### src/sv/rrts_pkg.sv
`default_nettype none
package rrts_pkg;
    typedef enum logic [2:0] {
        REQ_TICK    = 3'd0,
        REQ_INSERT  = 3'd1,
        REQ_BLOCK   = 3'd2,
        REQ_UNBLOCK = 3'd3,
        REQ_REMOVE  = 3'd4
    } t_req;

    localparam logic [2:0] RSN_WAIT      = 3'd0;
    localparam logic [2:0] RSN_WAITCHILD = 3'd1;
    localparam logic [2:0] RSN_READ      = 3'd2;

    localparam logic [1:0] ST_OK        = 2'd0;
    localparam logic [1:0] ST_FULL      = 2'd1;
    localparam logic [1:0] ST_NOT_FOUND = 2'd2;

    typedef enum logic [3:0] {
        S_IDLE,
        S_TICK_RD,
        S_INS_SCAN,
        S_UB_RD,
        S_UB_EVAL,
        S_UB_SHIFT_RD,
        S_UB_SHIFT_WR,
        S_RM_RD,
        S_RM_EVAL,
        S_RM_SHIFT_RD,
        S_RM_SHIFT_WR,
        S_OUT_RD,
        S_OUT
    } t_state;
endpackage
`default_nettype wire

### src/sv/round_robin_task_scheduler.sv
// Round-robin task scheduler: slot table, ready ring and blocked list in
// on-chip memories with registered reads. Unblock and remove walk the lists
// entry by entry and, on a hit, compact the list by shifting later entries down.
// One request at a time: the next request is accepted only after the result
// has been taken.
// Reset (synchronous, active low): lists empty, no valid slots, idle task current, idle_pid 0.
`default_nettype none
module round_robin_task_scheduler
    import rrts_pkg::*;
#(
    parameter int MAX_TASKS = 16
) (
    input  wire logic        i_clk,
    input  wire logic        i_rst_n,
    input  wire logic        i_cfg_we,
    input  wire logic [7:0]  i_cfg_wdata,
    input  wire logic        s_axis_tvalid,
    output logic             s_axis_tready,
    // req_type[2:0], pid[10:3], parent_pid[18:11], tty_id[22:19],
    // reason[25:23], wait_ticks[41:26], zero[47:42]
    input  wire logic [47:0] s_axis_tdata,
    output logic             m_axis_tvalid,
    input  wire logic        m_axis_tready,
    // next_pid[7:0], ran_idle[8], woken_count[13:9], status_code[15:14]
    output logic [15:0]      m_axis_tdata
);
    localparam int SW = (MAX_TASKS > 1) ? $clog2(MAX_TASKS) : 1;
    localparam int CW = $clog2(MAX_TASKS + 1);
    localparam logic [CW-1:0] NMAX = CW'(MAX_TASKS);

    // memories: slot table and the two lists
    logic [15:0]   m_ids    [MAX_TASKS];
    logic [2:0]    m_reason [MAX_TASKS];
    logic [15:0]   m_wait   [MAX_TASKS];
    logic [3:0]    m_tty    [MAX_TASKS];
    logic [SW-1:0] m_ring   [MAX_TASKS];
    logic [SW-1:0] m_blk    [MAX_TASKS];

    t_state r_state, n_state;
    logic [MAX_TASKS-1:0] r_valid, n_valid;
    logic [SW-1:0] r_head, n_head;
    logic [CW-1:0] r_rcnt, n_rcnt, r_bcnt, n_bcnt;
    logic [SW-1:0] r_cur, n_cur;
    logic          r_cur_idle, n_cur_idle, r_cur_blk, n_cur_blk;
    logic [7:0]    r_idle_pid;
    logic [7:0]    r_cur_ppid, n_cur_ppid;   // parent pid of current task
    logic [CW-1:0] r_i, n_i, r_j, n_j;
    logic          r_phase2, n_phase2;       // remove: blocked list pass
    logic [4:0]    r_woken, n_woken;
    logic [1:0]    r_status, n_status;
    logic [7:0]    r_pid, r_ppid;
    logic [3:0]    r_tty;
    logic [2:0]    r_rsn;
    logic [SW-1:0] r_s, n_s;
    logic          r_oval, n_oval;
    logic [15:0]   r_odata, n_odata;

    // read ports
    logic [SW-1:0] ring_ra, blk_ra, slot_ra;
    logic [SW-1:0] r_ring_q, r_blk_q;
    logic [15:0]   r_ids_q, r_wait_q;
    logic [2:0]    r_rsn_q;
    logic [3:0]    r_tty_q;
    // write ports
    logic          ring_we, blk_we, ids_we, rw_we;
    logic [SW-1:0] ring_wa, blk_wa, ids_wa, rw_wa, ring_wd, blk_wd;
    logic [15:0]   ids_wd, wait_wd;
    logic [2:0]    rsn_wd;
    logic [3:0]    tty_wd;
    logic          tty_we;

    always_ff @(posedge i_clk) begin
        r_ring_q <= m_ring[ring_ra];
        r_blk_q  <= m_blk[blk_ra];
        r_ids_q  <= m_ids[slot_ra];
        r_rsn_q  <= m_reason[slot_ra];
        r_wait_q <= m_wait[slot_ra];
        r_tty_q  <= m_tty[slot_ra];
        if (ring_we) begin
            m_ring[ring_wa] <= ring_wd;
        end
        if (blk_we) begin
            m_blk[blk_wa] <= blk_wd;
        end
        if (ids_we) begin
            m_ids[ids_wa] <= ids_wd;
        end
        if (tty_we) begin
            m_tty[ids_wa] <= tty_wd;
        end
        if (rw_we) begin
            m_reason[rw_wa] <= rsn_wd;
            m_wait[rw_wa]   <= wait_wd;
        end
    end

    function automatic logic [SW-1:0] ring_at(input logic [SW-1:0] h, input logic [CW-1:0] k);
        logic [CW:0] t;
        begin
            t = {1'b0, CW'(h)} + {1'b0, k};
            if (t >= (CW+1)'(MAX_TASKS)) begin
                t = t - (CW+1)'(MAX_TASKS);
            end
            ring_at = t[SW-1:0];
        end
    endfunction

    logic in_acc;
    assign s_axis_tready = (r_state == S_IDLE) && !r_oval;
    assign in_acc = s_axis_tvalid && s_axis_tready;
    assign m_axis_tvalid = r_oval;
    assign m_axis_tdata  = r_odata;

    logic [SW-1:0] free_idx;
    logic          free_ok;
    always_comb begin
        free_idx = '0;
        free_ok  = 1'b0;
        for (int k = MAX_TASKS - 1; k >= 0; k--) begin
            if (!r_valid[k]) begin
                free_idx = SW'(k);
                free_ok  = 1'b1;
            end
        end
    end

    logic wake, stop;
    always_comb begin
        n_state = r_state; n_valid = r_valid; n_head = r_head; n_rcnt = r_rcnt;
        n_bcnt = r_bcnt; n_cur = r_cur; n_cur_idle = r_cur_idle; n_cur_blk = r_cur_blk;
        n_cur_ppid = r_cur_ppid; n_i = r_i; n_j = r_j; n_phase2 = r_phase2;
        n_woken = r_woken; n_status = r_status; n_s = r_s; n_oval = r_oval;
        n_odata = r_odata;
        ring_ra = r_head; blk_ra = '0; slot_ra = r_cur;
        ring_we = 1'b0; blk_we = 1'b0; ids_we = 1'b0; rw_we = 1'b0; tty_we = 1'b0;
        ring_wa = '0; blk_wa = '0; ids_wa = '0; rw_wa = '0; ring_wd = '0; blk_wd = '0;
        ids_wd = '0; wait_wd = '0; rsn_wd = '0; tty_wd = '0;
        wake = 1'b0; stop = 1'b0;
        if (r_oval && m_axis_tready) begin
            n_oval = 1'b0;
        end
        case (r_state)
            S_IDLE: begin
                if (in_acc) begin
                    n_woken = '0; n_status = ST_OK; n_i = '0; n_phase2 = 1'b0;
                    case (t_req'(s_axis_tdata[2:0]))
                        REQ_TICK: begin
                            // requeue or park current, then pop
                            if (!r_cur_idle) begin
                                if (r_cur_blk) begin
                                    if (r_bcnt < NMAX) begin
                                        blk_we = 1'b1; blk_wa = r_bcnt[SW-1:0];
                                        blk_wd = r_cur; n_bcnt = r_bcnt + 1'b1;
                                    end
                                end else if (r_rcnt < NMAX) begin
                                    ring_we = 1'b1; ring_wa = ring_at(r_head, r_rcnt);
                                    ring_wd = r_cur; n_rcnt = r_rcnt + 1'b1;
                                end
                            end
                            n_cur_blk = 1'b0;
                            n_state = S_TICK_RD;
                        end
                        REQ_INSERT: n_state = S_INS_SCAN;
                        REQ_BLOCK: begin
                            if (!r_cur_idle) begin
                                rw_we = 1'b1; rw_wa = r_cur;
                                rsn_wd = s_axis_tdata[25:23];
                                wait_wd = s_axis_tdata[41:26];
                                n_cur_blk = 1'b1;
                            end
                            n_state = S_OUT_RD;
                        end
                        REQ_UNBLOCK: n_state = S_UB_RD;
                        REQ_REMOVE: n_state = S_RM_RD;
                        default: n_state = S_OUT_RD;
                    endcase
                end
            end
            S_TICK_RD: begin
                // ring write of the requeue landed last cycle; read head now
                ring_ra = r_head;
                if (r_rcnt == '0) begin
                    n_cur_idle = 1'b1;
                    n_state = S_OUT_RD;
                end else begin
                    n_state = S_OUT;  // wait for the registered ring read
                    n_phase2 = 1'b1;
                end
            end
            S_INS_SCAN: begin
                if (!free_ok) begin
                    n_status = ST_FULL;
                end else begin
                    n_valid[free_idx] = 1'b1;
                    ids_we = 1'b1; ids_wa = free_idx; ids_wd = {r_pid, r_ppid};
                    tty_we = 1'b1; tty_wd = r_tty;
                    rw_we = 1'b1; rw_wa = free_idx; rsn_wd = '0; wait_wd = '0;
                    if (r_rcnt < NMAX) begin
                        ring_we = 1'b1; ring_wa = ring_at(r_head, r_rcnt);
                        ring_wd = free_idx; n_rcnt = r_rcnt + 1'b1;
                    end
                end
                n_state = S_OUT_RD;
            end
            S_UB_RD: begin
                if (r_i >= r_bcnt) begin
                    n_state = S_OUT_RD;
                end else begin
                    blk_ra = r_i[SW-1:0];
                    n_state = S_UB_EVAL;
                    n_phase2 = 1'b0;
                end
            end
            S_UB_EVAL: begin
                // phase 1: blk read back, issue slot read; phase 2: evaluate
                if (!r_phase2) begin
                    slot_ra = r_blk_q; n_s = r_blk_q; n_phase2 = 1'b1;
                end else begin
                    n_phase2 = 1'b0;
                    if (r_rsn_q == r_rsn) begin
                        if (r_rsn == RSN_WAIT) begin
                            if (r_wait_q == '0) begin
                                wake = 1'b1;
                            end else begin
                                rw_we = 1'b1; rw_wa = r_s; rsn_wd = r_rsn_q;
                                wait_wd = r_wait_q - 16'd1;
                            end
                        end else if (r_rsn == RSN_WAITCHILD) begin
                            wake = !r_cur_idle && (r_cur_ppid == r_ids_q[15:8]);
                        end else if (r_rsn == RSN_READ) begin
                            wake = (r_tty_q == r_tty); stop = wake;
                        end else begin
                            wake = 1'b1;
                        end
                    end
                    if (wake) begin
                        if (r_rcnt < NMAX) begin
                            ring_we = 1'b1; ring_wa = ring_at(r_head, r_rcnt);
                            ring_wd = r_s; n_rcnt = r_rcnt + 1'b1;
                        end
                        if (r_woken != 5'd31) begin
                            n_woken = r_woken + 5'd1;
                        end
                        n_j = r_i;
                        n_status = stop ? ST_NOT_FOUND : ST_OK;  // stop marker
                        n_state = S_UB_SHIFT_RD;
                    end else begin
                        n_i = r_i + 1'b1;
                        n_state = S_UB_RD;
                    end
                end
            end
            S_UB_SHIFT_RD, S_RM_SHIFT_RD: begin
                // compact list from index r_j
                if (r_phase2) begin
                    if (r_j + 1'b1 < r_rcnt) begin
                        ring_ra = ring_at(r_head, r_j + 1'b1);
                        n_state = S_RM_SHIFT_WR;
                    end else begin
                        n_rcnt = r_rcnt - 1'b1;
                        n_state = S_OUT_RD;
                    end
                end else if (r_j + 1'b1 < r_bcnt) begin
                    blk_ra = r_j[SW-1:0] + 1'b1;
                    n_state = (r_state == S_UB_SHIFT_RD) ? S_UB_SHIFT_WR : S_RM_SHIFT_WR;
                end else begin
                    n_bcnt = r_bcnt - 1'b1;
                    if (r_state == S_UB_SHIFT_RD && r_status == ST_OK) begin
                        n_state = S_UB_RD;
                    end else begin
                        n_status = ST_OK;
                        n_state = S_OUT_RD;
                    end
                end
            end
            S_UB_SHIFT_WR, S_RM_SHIFT_WR: begin
                if (r_phase2) begin
                    ring_we = 1'b1; ring_wa = ring_at(r_head, r_j); ring_wd = r_ring_q;
                end else begin
                    blk_we = 1'b1; blk_wa = r_j[SW-1:0]; blk_wd = r_blk_q;
                end
                n_j = r_j + 1'b1;
                n_state = (r_state == S_UB_SHIFT_WR) ? S_UB_SHIFT_RD : S_RM_SHIFT_RD;
            end
            S_RM_RD: begin
                if (!r_phase2 && r_i >= r_rcnt) begin
                    n_phase2 = 1'b1; n_i = '0;
                end else if (r_phase2 && r_i >= r_bcnt) begin
                    n_status = ST_NOT_FOUND; n_phase2 = 1'b0; n_state = S_OUT_RD;
                end else begin
                    ring_ra = ring_at(r_head, r_i); blk_ra = r_i[SW-1:0];
                    n_j = '0; n_state = S_RM_EVAL;
                end
            end
            S_RM_EVAL: begin
                if (r_j == '0) begin
                    n_s = r_phase2 ? r_blk_q : r_ring_q;
                    slot_ra = n_s; n_j = CW'(1);
                end else if (r_ids_q[15:8] == r_pid) begin
                    n_valid[r_s] = 1'b0;
                    n_j = r_i;
                    // phase2 inverted: ring shift uses phase2=1 in shift states
                    n_phase2 = !r_phase2;
                    n_state = S_RM_SHIFT_RD;
                end else begin
                    n_i = r_i + 1'b1; n_state = S_RM_RD;
                end
            end
            S_OUT_RD: begin
                slot_ra = r_cur;
                n_phase2 = 1'b0;
                n_state = S_OUT;
            end
            S_OUT: begin
                if (r_phase2) begin
                    // tick pop: ring data valid now
                    n_cur = r_ring_q; n_cur_idle = 1'b0;
                    n_head = (r_head == SW'(MAX_TASKS - 1)) ? '0 : r_head + 1'b1;
                    n_rcnt = r_rcnt - 1'b1;
                    n_state = S_OUT_RD;
                end else begin
                    n_cur_ppid = r_ids_q[7:0];
                    n_odata = {r_status, r_woken, r_cur_idle,
                               r_cur_idle ? r_idle_pid : r_ids_q[15:8]};
                    n_oval = 1'b1;
                    n_state = S_IDLE;
                end
            end
            default: n_state = S_IDLE;
        endcase
    end

    always_ff @(posedge i_clk) begin
        if (!i_rst_n) begin
            r_state <= S_IDLE; r_valid <= '0; r_head <= '0; r_rcnt <= '0; r_bcnt <= '0;
            r_cur <= '0; r_cur_idle <= 1'b1; r_cur_blk <= 1'b0; r_oval <= 1'b0;
            r_idle_pid <= '0; r_phase2 <= 1'b0;
        end else begin
            r_state <= n_state; r_valid <= n_valid; r_head <= n_head; r_rcnt <= n_rcnt;
            r_bcnt <= n_bcnt; r_cur <= n_cur; r_cur_idle <= n_cur_idle;
            r_cur_blk <= n_cur_blk; r_oval <= n_oval; r_phase2 <= n_phase2;
            if (i_cfg_we) begin
                r_idle_pid <= i_cfg_wdata;
            end
        end
    end

    always_ff @(posedge i_clk) begin
        r_cur_ppid <= n_cur_ppid; r_i <= n_i; r_j <= n_j; r_woken <= n_woken;
        r_status <= n_status; r_s <= n_s; r_odata <= n_odata;
        if (in_acc) begin
            r_pid <= s_axis_tdata[10:3];
            r_ppid <= s_axis_tdata[18:11]; r_tty <= s_axis_tdata[22:19];
            r_rsn <= s_axis_tdata[25:23];
        end
    end

    // a woken entry sits in the ring before the blocked list shrinks, so the
    // two counts are bounded separately
    a_cnt: assert property (@(posedge i_clk) disable iff (!i_rst_n)
        (r_rcnt <= NMAX) && (r_bcnt <= NMAX)) else $error("list overflow");
    a_out: assert property (@(posedge i_clk) disable iff (!i_rst_n)
        (r_oval && !m_axis_tready) |=> (r_oval && $stable(r_odata)))
        else $error("output lost");
    a_busy: assert property (@(posedge i_clk) disable iff (!i_rst_n)
        (r_state != S_IDLE) |-> !s_axis_tready) else $error("accept while busy");
endmodule
`default_nettype wire
### config.mk
export PLATFORM = sky130hd
export DESIGN_NAME = round_robin_task_scheduler
export DESIGN_NICKNAME = d
export VERILOG_FILES = /design/src/sv/rrts_pkg.sv /design/src/sv/round_robin_task_scheduler.sv
export SDC_FILE = /design/constraint.sdc
export NUM_CORES = 1
export LEC_CHECK = 0
export BUFFER_PORTS_ARGS = -buffer_cell sky130_fd_sc_hd__buf_2
export CELL_PAD_IN_SITES_DETAIL_PLACEMENT = 1
export CELL_PAD_IN_SITES_GLOBAL_PLACEMENT = 2
export CORE_MARGIN = 1.5
export CORE_UTILIZATION = 48
export CTS_CLUSTER_DIAMETER = 80
export CTS_CLUSTER_SIZE = 40
export DETAILED_ROUTE_END_ITERATION = 10
export PLACE_DENSITY_LB_ADDON = 0.05
export REMOVE_ABC_BUFFERS = 1
export SLEW_MARGIN = 20
export SYNTH_ARGS = -nofsm -noshare
export SYNTH_HDL_FRONTEND = slang
export SYNTH_SLANG_ARGS = --single-unit
### constraint.sdc
create_clock -name i_clk -period 8 [get_ports i_clk]
set_input_delay 1.2 -clock i_clk [delete_from_list [all_inputs] [get_ports i_clk]]
set_output_delay 1.2 -clock i_clk [all_outputs]
set_load 0.02 [all_outputs]
# After elaboration in Yosys (flattened, before gate mapping)
# Memories as Yosys holds them, arrays and structs flattened. A register that Yosys moved wholly into a read port is not among the register bits.
# Index checks and enable logic that the tools add are counted.
# word_totals
regBits	118
ramBits	752
input_bits	61
word_cells	428
mem_count	6
# memory_table
name	words	width	rd	rd_clocked_by_memory_dff	wr	line	rtl
m_ids	16	16	1	1	1	round_robin_task_scheduler.sv:32	logic [15:0] m_ids [MAX_TASKS];
m_wait	16	16	1	1	1	round_robin_task_scheduler.sv:34	logic [15:0] m_wait [MAX_TASKS];
m_blk	16	4	1	1	1	round_robin_task_scheduler.sv:37	logic [SW-1:0] m_blk [MAX_TASKS];
m_ring	16	4	1	1	1	round_robin_task_scheduler.sv:36	logic [SW-1:0] m_ring [MAX_TASKS];
m_tty	16	4	1	1	1	round_robin_task_scheduler.sv:35	logic [3:0] m_tty [MAX_TASKS];
m_reason	16	3	1	1	1	round_robin_task_scheduler.sv:33	logic [2:0] m_reason [MAX_TASKS];
# op_classes
addsub	18
magnitude_cmp	14
n_eq_ne	57
muxes	261
n_bitwise	4
n_reduce_logical	46
# ops
op	count
4-bit two-way mux	90
16-bit two-way mux	12
5-bit two-way mux	33
1-bit two-way mux	77
16-bit case mux with 2 select lines	2
2-bit inequality test (second input constant)	29
4-bit case mux with 4 select lines	3
4-bit case mux with 11 select lines	1
4-bit case mux with 2 select lines	5
5-bit case mux with 4 select lines	2
3-bit two-way mux	9
5-bit by 1-bit adder with 5-bit output (second input constant)	5
5-bit case mux with 5 select lines	1
4-bit by 5-bit adder with 6-bit output	4
4-bit == test (second input constant)	6
6-bit by 5-bit greater-or-equal comparator with 1-bit output (second input constant)	4
4-bit case mux with 3 select lines	2
2-bit two-way mux	11
5-bit case mux with 2 select lines	2
16-bit bitwise AND	1
4-bit by 3-bit == test with 1-bit output (second input constant)	4
8-bit == test	2
16-bit zero test	1
16-bit inverter	1
other kinds (49)	93

# Logic depth before layout (Yosys ltp)
# Gate-level depths: netlist of the first run.
# logic_depth
depth_word	23
ltp_mapped	16
ltp_nobuf	13

# Least setup slack after synthesis of the first run
# No wires, ideal clock.
# synth_path
path_type	input port to flip-flop
start	input port s_axis_tvalid
end	memory m_reason[9][0], enable pin
setup_ps	419
arrival_ps	4057
t_required_ps	7581
setup_slack_ps	3524
path_stages	6
path_buffers	0
path_cell_list	nor2b_1 -> nand3_1 -> nor4_2 -> a221oi_1 -> or3b_1 -> nor3_1
# synth_via
elab_chain_len	5
# synth_lines
element	line	rtl
from (decl)	round_robin_task_scheduler.sv:17	input wire logic s_axis_tvalid,
1-bit logical AND *	round_robin_task_scheduler.sv:110	assign in_acc = s_axis_tvalid && s_axis_tready;
1-bit two-way mux	round_robin_task_scheduler.sv:144	if (in_acc) begin
1-bit case mux with 3 select lines	round_robin_task_scheduler.sv:142	case (r_state)
1-bit two-way mux	round_robin_task_scheduler.sv:91	if (rw_we) begin
1-bit two-way mux (not written as such)	round_robin_task_scheduler.sv:92	m_reason[rw_wa] <= rsn_wd;
to (decl)	round_robin_task_scheduler.sv:33	
# Every way passes the cells marked *; elsewhere a longest branch is shown, timed or not.

# Worst setup path after layout of the first run
# layout_path
start	register r_state[2]
end	memory m_wait[3][6], enable pin
# layout_via
elab_chain_len	7
# layout_lines
element	line	rtl
from (decl)	round_robin_task_scheduler.sv:39	t_state r_state, n_state;
from (signal assigned)	round_robin_task_scheduler.sv:339	r_state <= n_state; r_valid <= n_valid; r_head <= n_head; r_rcnt <= n_rcnt;
4-bit zero test	round_robin_task_scheduler.sv:109, round_robin_task_scheduler.sv:142	
1-bit logical AND	round_robin_task_scheduler.sv:109	assign s_axis_tready = (r_state == S_IDLE) && !r_oval;
1-bit logical AND	round_robin_task_scheduler.sv:110	
1-bit two-way mux	round_robin_task_scheduler.sv:144	
1-bit case mux with 3 select lines	round_robin_task_scheduler.sv:142	
1-bit two-way mux	round_robin_task_scheduler.sv:91	
1-bit two-way mux (not written as such)	round_robin_task_scheduler.sv:93	m_wait[rw_wa] <= wait_wd;
to (decl)	round_robin_task_scheduler.sv:34	
# Several ways; a longest one is shown, not always the timed one.

==> results by group, run 1 <==
Outcome
  • Status: finished clean

Pwr
  • Leak Pwr: ~14 nW
  • Pwr dens: ~270 mW/mm^2
  • Maximum VDD drop: approximately 270 uV

Logic synthesis
  • Mapped Cells: around 3,000
  • Mapped Avg Cell Area: 13.11 sq um
  • #FFs+latches synth: 917
  • Post-synth EDFFs: between 800 and 900
  • Post-synth top area share: 0.6261
  • Synth Warn #: 0
  • Primary FF master, synth: edfxtp_1
  • Sequential fraction of the synthesis area: 0.6755
  • Synth cell types: 83
  • Area leader, netlist: edfxtp_1
  • Synth area leaders: edfxtp_1 63%, dfxtp_1 4.9%, nand2_1 4.4%
  • Share of synthesized registers carrying an async set or reset: 0
  • Area of the mapped netlist: 0.03933 sq mm

Global route
  • First-pass GRT wire length: between 150 and 200 mm
  • GRT overflow: 0
  • Number of global-route vias before repair: 25,890
  • Largest net degree at the start of global routing: approximately 210
  • Gr usage total: 0.2514
  • Initial antenna violation count: 1

Routing
  • Post-route ant nets: 0
  • DR pass1 iterations: 7
  • Routed len/inst: roughly 26 um
  • Post-DR vias/cell: 6.070
  • WL final: about 110 mm
  • Routed via count: around 25,000
  • DRT iter0 DRCs: between 1,500 and 2,000
  • DRC Markers: 0

STA
  • Slew Viols, Final: 0
  • Worst Max-Slew Pin Slew: around 1.1 ns
  • Worst rel slew slack: 0.2450
  • Period Utilization, post-route: 0.6614
  • Final setup viols: 0
  • Tmin final: 5.291 ns
  • Clk_skew: between 0.04 and 0.05 ns
  • Final TNS setup: 0 ns
  • Fin. Hold Viols: 0
  • RSZ-0062 raised after global routing: false
  • Top achievable clock speed: approximately 190 MHz

Setup path
  • CP max stage delay: between 0.9 and 1 ns
  • Critical path type: reg2reg
  • Critical Path RT: about 8.3 ns
  • Length in cells of the worst reg-to-reg path: 9
  • Worst-path maximum fanout: 18
  • Crit path cell chain: nor2b_1 -> and2_1 -> nand2_1 -> or3_1 -> nor4b_4 -> a22oi_1 -> o21a_1 -> nor3_2 -> buf_4
  • Critical path arrival: ~5.6 ns
  • Crit start category: flip-flop
  • Crit. End Element: flip-flop
  • Critical path's slowest cell: nor3_2

Floorplanning
  • Core Area: around 0.081 sq mm
  • Die Height: slightly below 300 um
  • Die area: roughly 0.084 sq mm
  • Ports: 79
  • Cell Rows: ~100
  • Die X: slightly below 300 um
  • Initial Util: 0.4867

Layout
  • Final Util: 0.5286
  • Number of inserted diodes: 0
  • Nets@finish: around 3,100
  • Share of post-route cells with drive strength above 1: 0.1086
  • Synthesis-to-finish area growth: 8.609%
  • Fillers: roughly 8,000
  • Final Non-Filler Cells: roughly 4,100

Clock network
  • Hold buffer count at CTS: 0
  • Skew-Pair Late Insertion Delay: 0.64 ns
  • CTS Root Buffer Type: clkbuf_16
  • H-tree depth: 2
  • Post-cts sizing count: 0
  • CTS Buf Count: 42
  • CTS tree: done
  • Clock tree buffer depth: 3
  • Clock Sinks: about 920
  • Setup repair bufs after CTS: 0
  • CTS clk-pin slew, worst paths: between 0.1 and 0.15 ns

Worst hold path
  • Hold path depth: 0
  • Type of the most critical hold path: reg2reg

Placed design
  • I/O Buffers: just over 70
  • Post-detail-place hpwl: ~63 mm
  • Gpl congestion: roughly 0.86
  • Post-Place Cells: approximately 4,000

Job
  • Max Cap Violations: 0
## layer usage
metal  track usage  vias to the layer above  routed length (um)
met5             0                        -                  20
met4       0.05508                        2                1735
met3       0.02472                      107                4845
met2        0.4316                      574               52230
met1        0.3475                    12910               46510
li1              -                    11330                   -
## power by group
| part | internal [W] | leakage (nW) | switching (W) | total, W |
|---|---|---|---|---|
| Clock | 0.00127 | 0.799 | 0.00169 | 0.00296 |
| Combinational | 0.000909 | 5.61 | 0.00181 | 0.00272 |
| Sequential | 0.00564 | 7.63 | 0.000333 | 0.00597 |
## kinds of logic after synthesis
kind of cell	count (synthesis)	share of synthesized area
and+or+nand+nor	927	0.1127
DFF	917	0.6755
AOI/OAI and AO/OA	740	0.1360
buffers and inverters	233	0.02676
muxes	68	0.01769
xor gates and xnor gates	64	0.01425
adders and majority gates	50	0.01705
## registers in the layout (all words and copies together) (netlist names), 5 cells and up
name,flops
m_reason,48
r_j,5
r_i,5
m_axis_tdata,16
m_ids,256
m_blk,64
r_ppid,8
r_cur_ppid,8
r_rcnt,5
r_bcnt,5
m_tty,64
m_wait,256
m_ring,64
r_ids_q,16
r_woken,5
r_wait_q,16
r_idle_pid,8
r_pid,8
r_valid,16
## cells in the mapped netlist, types with 5 or more instances
cell	n
o22ai_1	7
fa_1	6
ha_1	44
o221ai_1	5
a22o_1	10
nand3b_1	5
buf_2	70
and2_1	145
nor2_1	98
xnor2_1	27
a221o_1	5
a211oi_2	34
a21oi_1	134
edfxtp_1	820
dfxtp_1	97
nor4_1	10
or2_2	6
mux2i_1	56
a211oi_1	177
nand2_1	460
a221oi_1	8
a311oi_1	82
a31oi_1	85
a21boi_0	17
mux2_2	12
nand3_1	31
o211ai_1	7
nand4_1	5
inv_1	52
o21a_1	19
nor3_1	33
buf_4	8
and3_1	9
clkbuf_1	93
nor2b_1	36
xor2_1	37
and2_0	50
a211o_1	12
o21ai_0	68
a21o_1	18
buf_6	8
nand2b_1	12
## layout make-up
cell class,instances,area [sq um],share of cell area
Sequential cell,917,26570,0.6220
Multi-Input combinational cell,1849,11930,0.2792
Tap cell,1060,1326,0.03105
Clock buffer,45,1126,0.02636
Timing Repair Buffer,151,1020,0.02387
Clock inverter,33,554.3,0.01298
Inverter,52,195.2,0.004570
## worst max-delay path, delay by kind of cell, from the launching register on
| family | cells | cell delay [ns] |
|---|---|---|
| simple gates | 6 | 3.16 |
| flops | 1 | 0.81 |
| compound gates | 2 | 0.55 |
| buf+inv | 1 | 0.46 |
## per-stage QoR
stage | worst slack [ns] | cell area [sq um] | total power [W] | hold slack (ns)
after global routing | 2.510 | 42710 | 0.01215 | 0.4213
after global placement | 2.658 | 41000 | 0.008671 | 0.3896
after CTS | 2.724 | 42690 | 0.01171 | 0.4141
final | 2.709 | 42710 | 0.01166 | 0.4138
after detailed placement | 2.714 | 41010 | 0.008783 | 0.3897
after floorplan | -7.061 | 38470 | 0.007897 | 0.3855
## final timing paths
check	slack [ns]	to	startpoint
max	2.71	m_wait[3][6]	r_state[2]
min	0.41	r_cur_ppid[2]	r_ids_q[2]
max reg2reg	2.71	m_wait[3][6]	r_state[2]
min reg2reg	0.41	r_cur_ppid[2]	r_ids_q[2]
## layout by cell type (no fill, tap or decap), drive strengths merged, types with 10 or more instances in the layout
cell type    n
a21boi      17
xnor2       27
buf        151
a21oi      134
nand2b      12
a22o        10
nand3       31
nor2        98
dfxtp       97
nand2      460
o21a        19
inv         64
mux2i       56
xor2        37
a211o       12
clkinv      15
a21o        18
o21ai       69
ha          44
clkbuf      45
nor2b       36
nor4        12
a31oi       85
edfxtp     820
mux2        12
a211oi     211
nor3        34
a311oi      82
and2       195
Power figures use the tool's default switching activity.
==> inputs of run 2 (changes only) <==
--- a/config.mk
+++ b/config.mk
@@ -9,7 +9,7 @@
 export CELL_PAD_IN_SITES_DETAIL_PLACEMENT = 1
 export CELL_PAD_IN_SITES_GLOBAL_PLACEMENT = 2
 export CORE_MARGIN = 1.5
-export CORE_UTILIZATION = 48
+export CORE_UTILIZATION = 41
 export CTS_CLUSTER_DIAMETER = 80
 export CTS_CLUSTER_SIZE = 40
 export DETAILED_ROUTE_END_ITERATION = 10
==> constraint.sdc (replaced) <==
create_clock -name i_clk -period 4.72 [get_ports i_clk]
set_input_delay 0.708 -clock i_clk [delete_from_list [all_inputs] [get_ports i_clk]]
set_output_delay 0.708 -clock i_clk [all_outputs]
set_load 0.02 [all_outputs]
==> run 2 against run 1 <==
Cell count grew 6.3%. Highest routed layer is now met4. Clock-buffer cell count grew 3. Critical path type unchanged. Largest cell class unchanged. Non-clock buffer count grew 47. Critical path depth increased by 4. Critical endpoint is now r_ring_q[1].
==> results by group, run 2 (same netlist as run 1, synthesis figures left out) <==
Outcome
  • Status: finished clean

Clock network
  • CTS clk-pin slew, worst paths: between 0.1 and 0.15 ns
  • CTS Root Buffer Type: clkbuf_16
  • Skew-Pair Late Insertion Delay: 0.69 ns
  • Clock tree buffer depth: 3
  • CTS Buf Count: 45
  • Post-cts sizing count: 0
  • H-tree depth: 2
  • Setup repair bufs after CTS: 0
  • Clock Sinks: a little over 900
  • CTS tree: done
  • Hold buffer count at CTS: 0

STA
  • Final setup viols: 0
  • Worst Max-Slew Pin Slew: about 1.1 ns
  • Worst rel slew slack: 0.2586
  • Post-route setup slack: 0.6336 ns
  • Top achievable clock speed: approximately 240 MHz
  • Period Utilization, post-route: 0.8658
  • Tmin final: 4.086 ns
  • Slew Viols, Final: 0
  • RSZ-0062 raised after global routing: false
  • Fin. Hold Viols: 0
  • Clk_skew: around 0.064 ns

Routing
  • Post-DR vias/cell: ~5.7
  • DRC Markers: 0
  • DRT iter0 DRCs: around 1,800
  • Routed len/inst: roughly 25 um
  • DR pass1 iterations: 6
  • WL final: 110.9 mm
  • Routed via count: between 20,000 and 25,000
  • Post-route ant nets: 0

Setup path
  • RR Startpoint: r_j[0]
  • R2R Path End: r_ring_q[1]
  • Crit path launch: r_j[0]
  • Critical path type: reg2reg
  • Internal reg-to-reg setup slack: about 0.63 ns
  • Worst-path maximum fanout: 19
  • Critical path arrival: roughly 4.7 ns
  • Crit. End Element: flip-flop
  • CP Capture Point: r_ring_q[1]
  • Length in cells of the worst reg-to-reg path: 13
  • Critical Path RT: approximately 5.3 ns
  • Crit start category: flip-flop

Pwr
  • Psw: between 0.006 and 0.007 W
  • Pwr dens: between 400 and 500 mW/mm^2
  • Leak Pwr: 14.40 nW
  • Gate power share: 0.238
  • Seq pwr share: 0.500
  • Switch share: 0.3385
  • Maximum VDD drop: between 300 and 400 uV
  • Clk pwr share: 0.261
  • Power Internal: 0.01339 W

Layout
  • Number of inserted diodes: 0
  • Share of post-route cells with drive strength above 1: 0.1236
  • Most common cell after layout, fill and taps aside: edfxtp_1
  • Regs by FF count: m_ids x256, m_wait x256
  • Synthesis-to-finish area growth: 11.15%
  • Commonest non-fill, non-tap cells in the layout: 820 x edfxtp_1, 460 x nand2_1, 177 x a211oi_1
  • Final Non-Filler Cells: between 4,000 and 5,000
  • Nets@finish: around 3,200
  • Fillers: 9,684

Global route
  • Number of global-route vias before repair: 25,960
  • Gr usage total: 0.2261
  • First-pass GRT wire length: 166.7 mm
  • Initial antenna violation count: 3
  • GRT overflow: 0
  • Largest net degree at the start of global routing: about 110

Floorplanning
  • Die Height: 312.7 um
  • Die area: slightly below 0.1 sq mm
  • Initial Util: 0.4139
  • Die X: 312.7 um
  • Ports: 79
  • Core Area: 0.09501 sq mm
  • Cell Rows: between 100 and 150

Placed design
  • Post-Place Cells: approximately 4,300
  • I/O Buffers: between 70 and 80
  • Gpl congestion: ~0.86
  • Post-detail-place hpwl: 68.96 mm
  • Dpl ws: ~0.56 ns

Worst hold path
  • Hold path depth: 1
  • Type of the most critical hold path: in2reg

Job
  • Max Cap Violations: 0
## run 2: power groups by stage
| stage | Sequential, W | Clock [W] | Combinational [W] |
|---|---|---|---|
| after floorplan | 0.0101 | 0 | 0.00329 |
| after global placement | 0.0103 | 0 | 0.00469 |
| after detailed placement | 0.0103 | 0 | 0.00484 |
| after CTS | 0.0101 | 0.00546 | 0.00487 |
| after global routing | 0.0102 | 0.00568 | 0.00533 |
| final | 0.0101 | 0.00529 | 0.00482 |
## run 2: metrics by stage
stage,area (sq um),hold WS [ns],utilization,power [W],TNS [ns]
floorplan,38470,0.3855,-,0.01338,-405.24
global placement,41850,0.3867,0.4405,0.01499,0
detailed placement,41850,0.3903,0.4405,0.01516,0
CTS,43700,0.1428,0.4600,0.02046,0
global route,43710,0.1568,0.4601,0.02121,0
finish,43710,0.1953,0.4601,0.02025,0
## run 2: worst max-delay path, cell delays in order (launching register included)
cell and delay, ns:
edfxtp_1 0.57, nand3_1 0.17, xor2_1 0.21, inv_1 0.14
ha_1 0.31, or2_2 0.30, a211o_1 0.34, a21oi_1 0.35
o311a_2 0.65, buf_4 0.31, nor2b_1 0.08, a211oi_1 0.22
a211oi_1 0.10, a211o_1 0.28
## run 2: area by class of cell
cell class	instances	area [sq um]	share of cell area
Tap cell	1265	1583	0.03621
Inverter	52	195.2	0.004465
Clock buffer	48	1179	0.02696
Clock inverter	35	673.1	0.01540
Multi-Input combinational cell	1849	11930	0.2730
Timing Repair Buffer	198	1582	0.03618
Sequential cell	917	26570	0.6078
## run 2: layer usage
metal / GRT usage / share of wire
met1: 0.3150 / 0.46
met2: 0.3834 / 0.49
met3: 0.01872 / 0.030
met4: 0.05643 / 0.020
met5: 0 / 0
## run 2: worst min-delay path by stage
stage | start | endpoint
after global routing | s_axis_tdata[22] | r_tty[3]
final | s_axis_tdata[22] | r_tty[3]
after CTS | s_axis_tdata[22] | r_tty[3]
after global placement | r_ids_q[2] | r_cur_ppid[2]
after detailed placement | r_ids_q[7] | r_cur_ppid[7]
after floorplan | r_ids_q[0] | r_cur_ppid[0]
==> inputs of run 3 (changes only) <==
==> constraint.sdc (replaced) <==
create_clock -name i_clk -period 3.6 [get_ports i_clk]
set_input_delay 0.18 -clock i_clk [delete_from_list [all_inputs] [get_ports i_clk]]
set_output_delay 0.18 -clock i_clk [all_outputs]
set_load 0.02 [all_outputs]
==> run 3 against run 2 <==
Sequential share of layout area decreased by 2.7 points. Combinational power is 54% higher. Via count increased by 3.2%. Critical endpoint unchanged. Cell area up 4.7%. Critical path type unchanged. Largest cell class unchanged.
==> results by group, run 3 (same netlist as run 1, synthesis figures left out) <==
Global route
  • GRT overflow: 0
  • First-pass GRT wire length: 171.0 mm
  • Initial antenna violation count: 0
  • Gr usage total: 0.2316
  • Largest net degree at the start of global routing: 61
  • Number of global-route vias before repair: between 20,000 and 30,000

Setup path
  • Critical Path RT: 4.19 ns
  • Crit. End Element: flip-flop
  • Critical path's slowest cell: edfxtp_1
  • Crit path cell chain: nand3_1 -> xor2_2 -> inv_1 -> ha_1 -> or2_2 -> a211o_1 -> a21oi_1 -> buf_4 -> o311a_4 -> buf_12 -> mux2i_2 -> mux2i_1 -> a22o_1 -> a211o_1
  • Worst path most repeated cell: a211o_1
  • CP max stage delay: between 0.4 and 0.5 ns
  • Critical path arrival: 4.04 ns
  • Crit start category: flip-flop
  • Worst-path maximum fanout: 13
  • Critical path type: reg2reg

Layout
  • Number of inserted diodes: 0
  • Final Non-Filler Cells: between 4,000 and 5,000
  • Share of post-route cells with drive strength above 1: 0.1657
  • Fillers: about 9,600
  • Area of the multi-input gates: 0.01213 sq mm
  • Synthesis-to-finish area growth: 16.38%
  • Most common cell after layout, fill and taps aside: edfxtp_1
  • Register area: 0.02657 sq mm
  • Finished Cell Area: 0.04577 sq mm
  • Nets@finish: between 3,000 and 4,000
  • Regs by FF count: m_ids x256, m_wait x256
  • Commonest non-fill, non-tap cells in the layout: 820 x edfxtp_1, 460 x nand2_1, 197 x buf_4

Pwr
  • Pwr dens: 598.6 mW/mm^2
  • Maximum VDD drop: between 600 and 700 uV
  • Total power: ~0.027 W
  • Leak Pwr: roughly 15 nW

STA
  • Worst rel slew slack: 0.2767
  • Slew Viols, Final: 0
  • RSZ-0062 raised after global routing: true
  • Tmin final: approximately 3.5 ns
  • Fin. Hold Viols: 0
  • Top achievable clock speed: between 200 and 300 MHz
  • Clk_skew: 0.05808 ns
  • Final setup viols: 0
  • Period Utilization, post-route: 0.9587
  • Post-route setup slack: around 0.15 ns
  • Worst Max-Slew Pin Slew: 1.076 ns

Routing
  • Post-DR vias/cell: approximately 5.6
  • DRT iter0 DRCs: 1,636
  • DR pass1 iterations: 5
  • WL final: approximately 110 mm
  • DRC Markers: 0
  • Routed via count: 25,630
  • Routed len/inst: between 20 and 30 um
  • Post-route ant nets: 0

Clock network
  • CTS clk-pin slew, worst paths: between 0.1 and 0.15 ns
  • Clock tree buffer depth: 3
  • CTS Buf Count: 47
  • H-tree depth: 2
  • CTS Root Buffer Type: clkbuf_16
  • Clock Sinks: 917
  • CTS tree: done
  • Skew-Pair Late Insertion Delay: ~0.70 ns

Placed design
  • Post-Place Cells: 4,401
  • Post-detail-place hpwl: roughly 73 mm
  • Dpl ws: -0.08546 ns
  • Placed inst area: ~0.043 sq mm
  • Gpl congestion: approximately 0.9
  • I/O Buffers: 72

Floorplanning
  • Initial Util: 0.4139
  • Core Area: roughly 0.095 sq mm
  • Ports: 79
  • Die X: 312.7 um
  • Cell Rows: ~110
  • Die Height: approximately 310 um
  • Die area: a little under 0.1 sq mm

Outcome
  • Status: finished clean

Job
  • Max Cap Violations: 0

Worst hold path
  • Type of the most critical hold path: in2reg
==> run 3: final cells by class <==
type	instances	area share
timing repair buffer	373	0.07608
clock inverter	37	0.01334
sequential	917	0.5804
tap	1265	0.03458
clock buffer	49	0.02633
inverter	52	0.004265
multi-input combinational	1849	0.2650
==> run 3: worst max-delay path, delay by kind of cell, from the launching register on <==
kind	cells	cell delay, ns
xor gates and xnor gates	1	0.17
adders and majority gates	1	0.29
AOI/OAI and AO/OA	5	1.24
DFF	1	0.44
buffers and inverters	3	0.41
muxes	2	0.36
and+or+nand+nor	2	0.46
==> run 3: what timing repair did <==
action,CTS,global route
cloned,0,3
hold endpoints to repair,100,0
hold buffers,47,0
buffers inserted,1,4
pin swaps,1,17
gates resized for setup,2,42
setup endpoints to repair,7,278
==> run 3: routing by layer <==
layer,share of wire,global-route usage
met2,0.49,0.3960
met5,0,0
met1,0.45,0.3193
met3,0.036,0.02733
met4,0.017,0.04567
==> run 3: worst paths after layout <==
| kind | to | depth (start not counted) | from | slack (ns) |
|---|---|---|---|---|
| worst max-delay path | r_ring_q[1] | 14 | r_j[1] | 0.15 |
| worst min-delay path | m_wait[3][15] | 4 | s_axis_tdata[41] | 0.05 |
| worst max register to register | r_ring_q[1] | 14 | r_j[1] | 0.15 |
| worst min register to register | r_cur_ppid[0] | 0 | r_ids_q[0] | 0.43 |
==> run 3: metrics by stage <==
step	hold WS, ns	util	setup TNS (ns)
floorplan	0.2562	-	-777.16
global placement	0.3562	0.4539	-0.5318
detailed placement	0.3588	0.4540	-0.3418
CTS	0.002222	0.4782	0
global route	0.06146	0.4817	-0.08408
finish	0.05400	0.4817	0
==> run 3: power by group <==
part,switching (W),internal [W]
clock,0.00406,0.00279
sequential,0.000587,0.0125
combinational,0.00462,0.00281
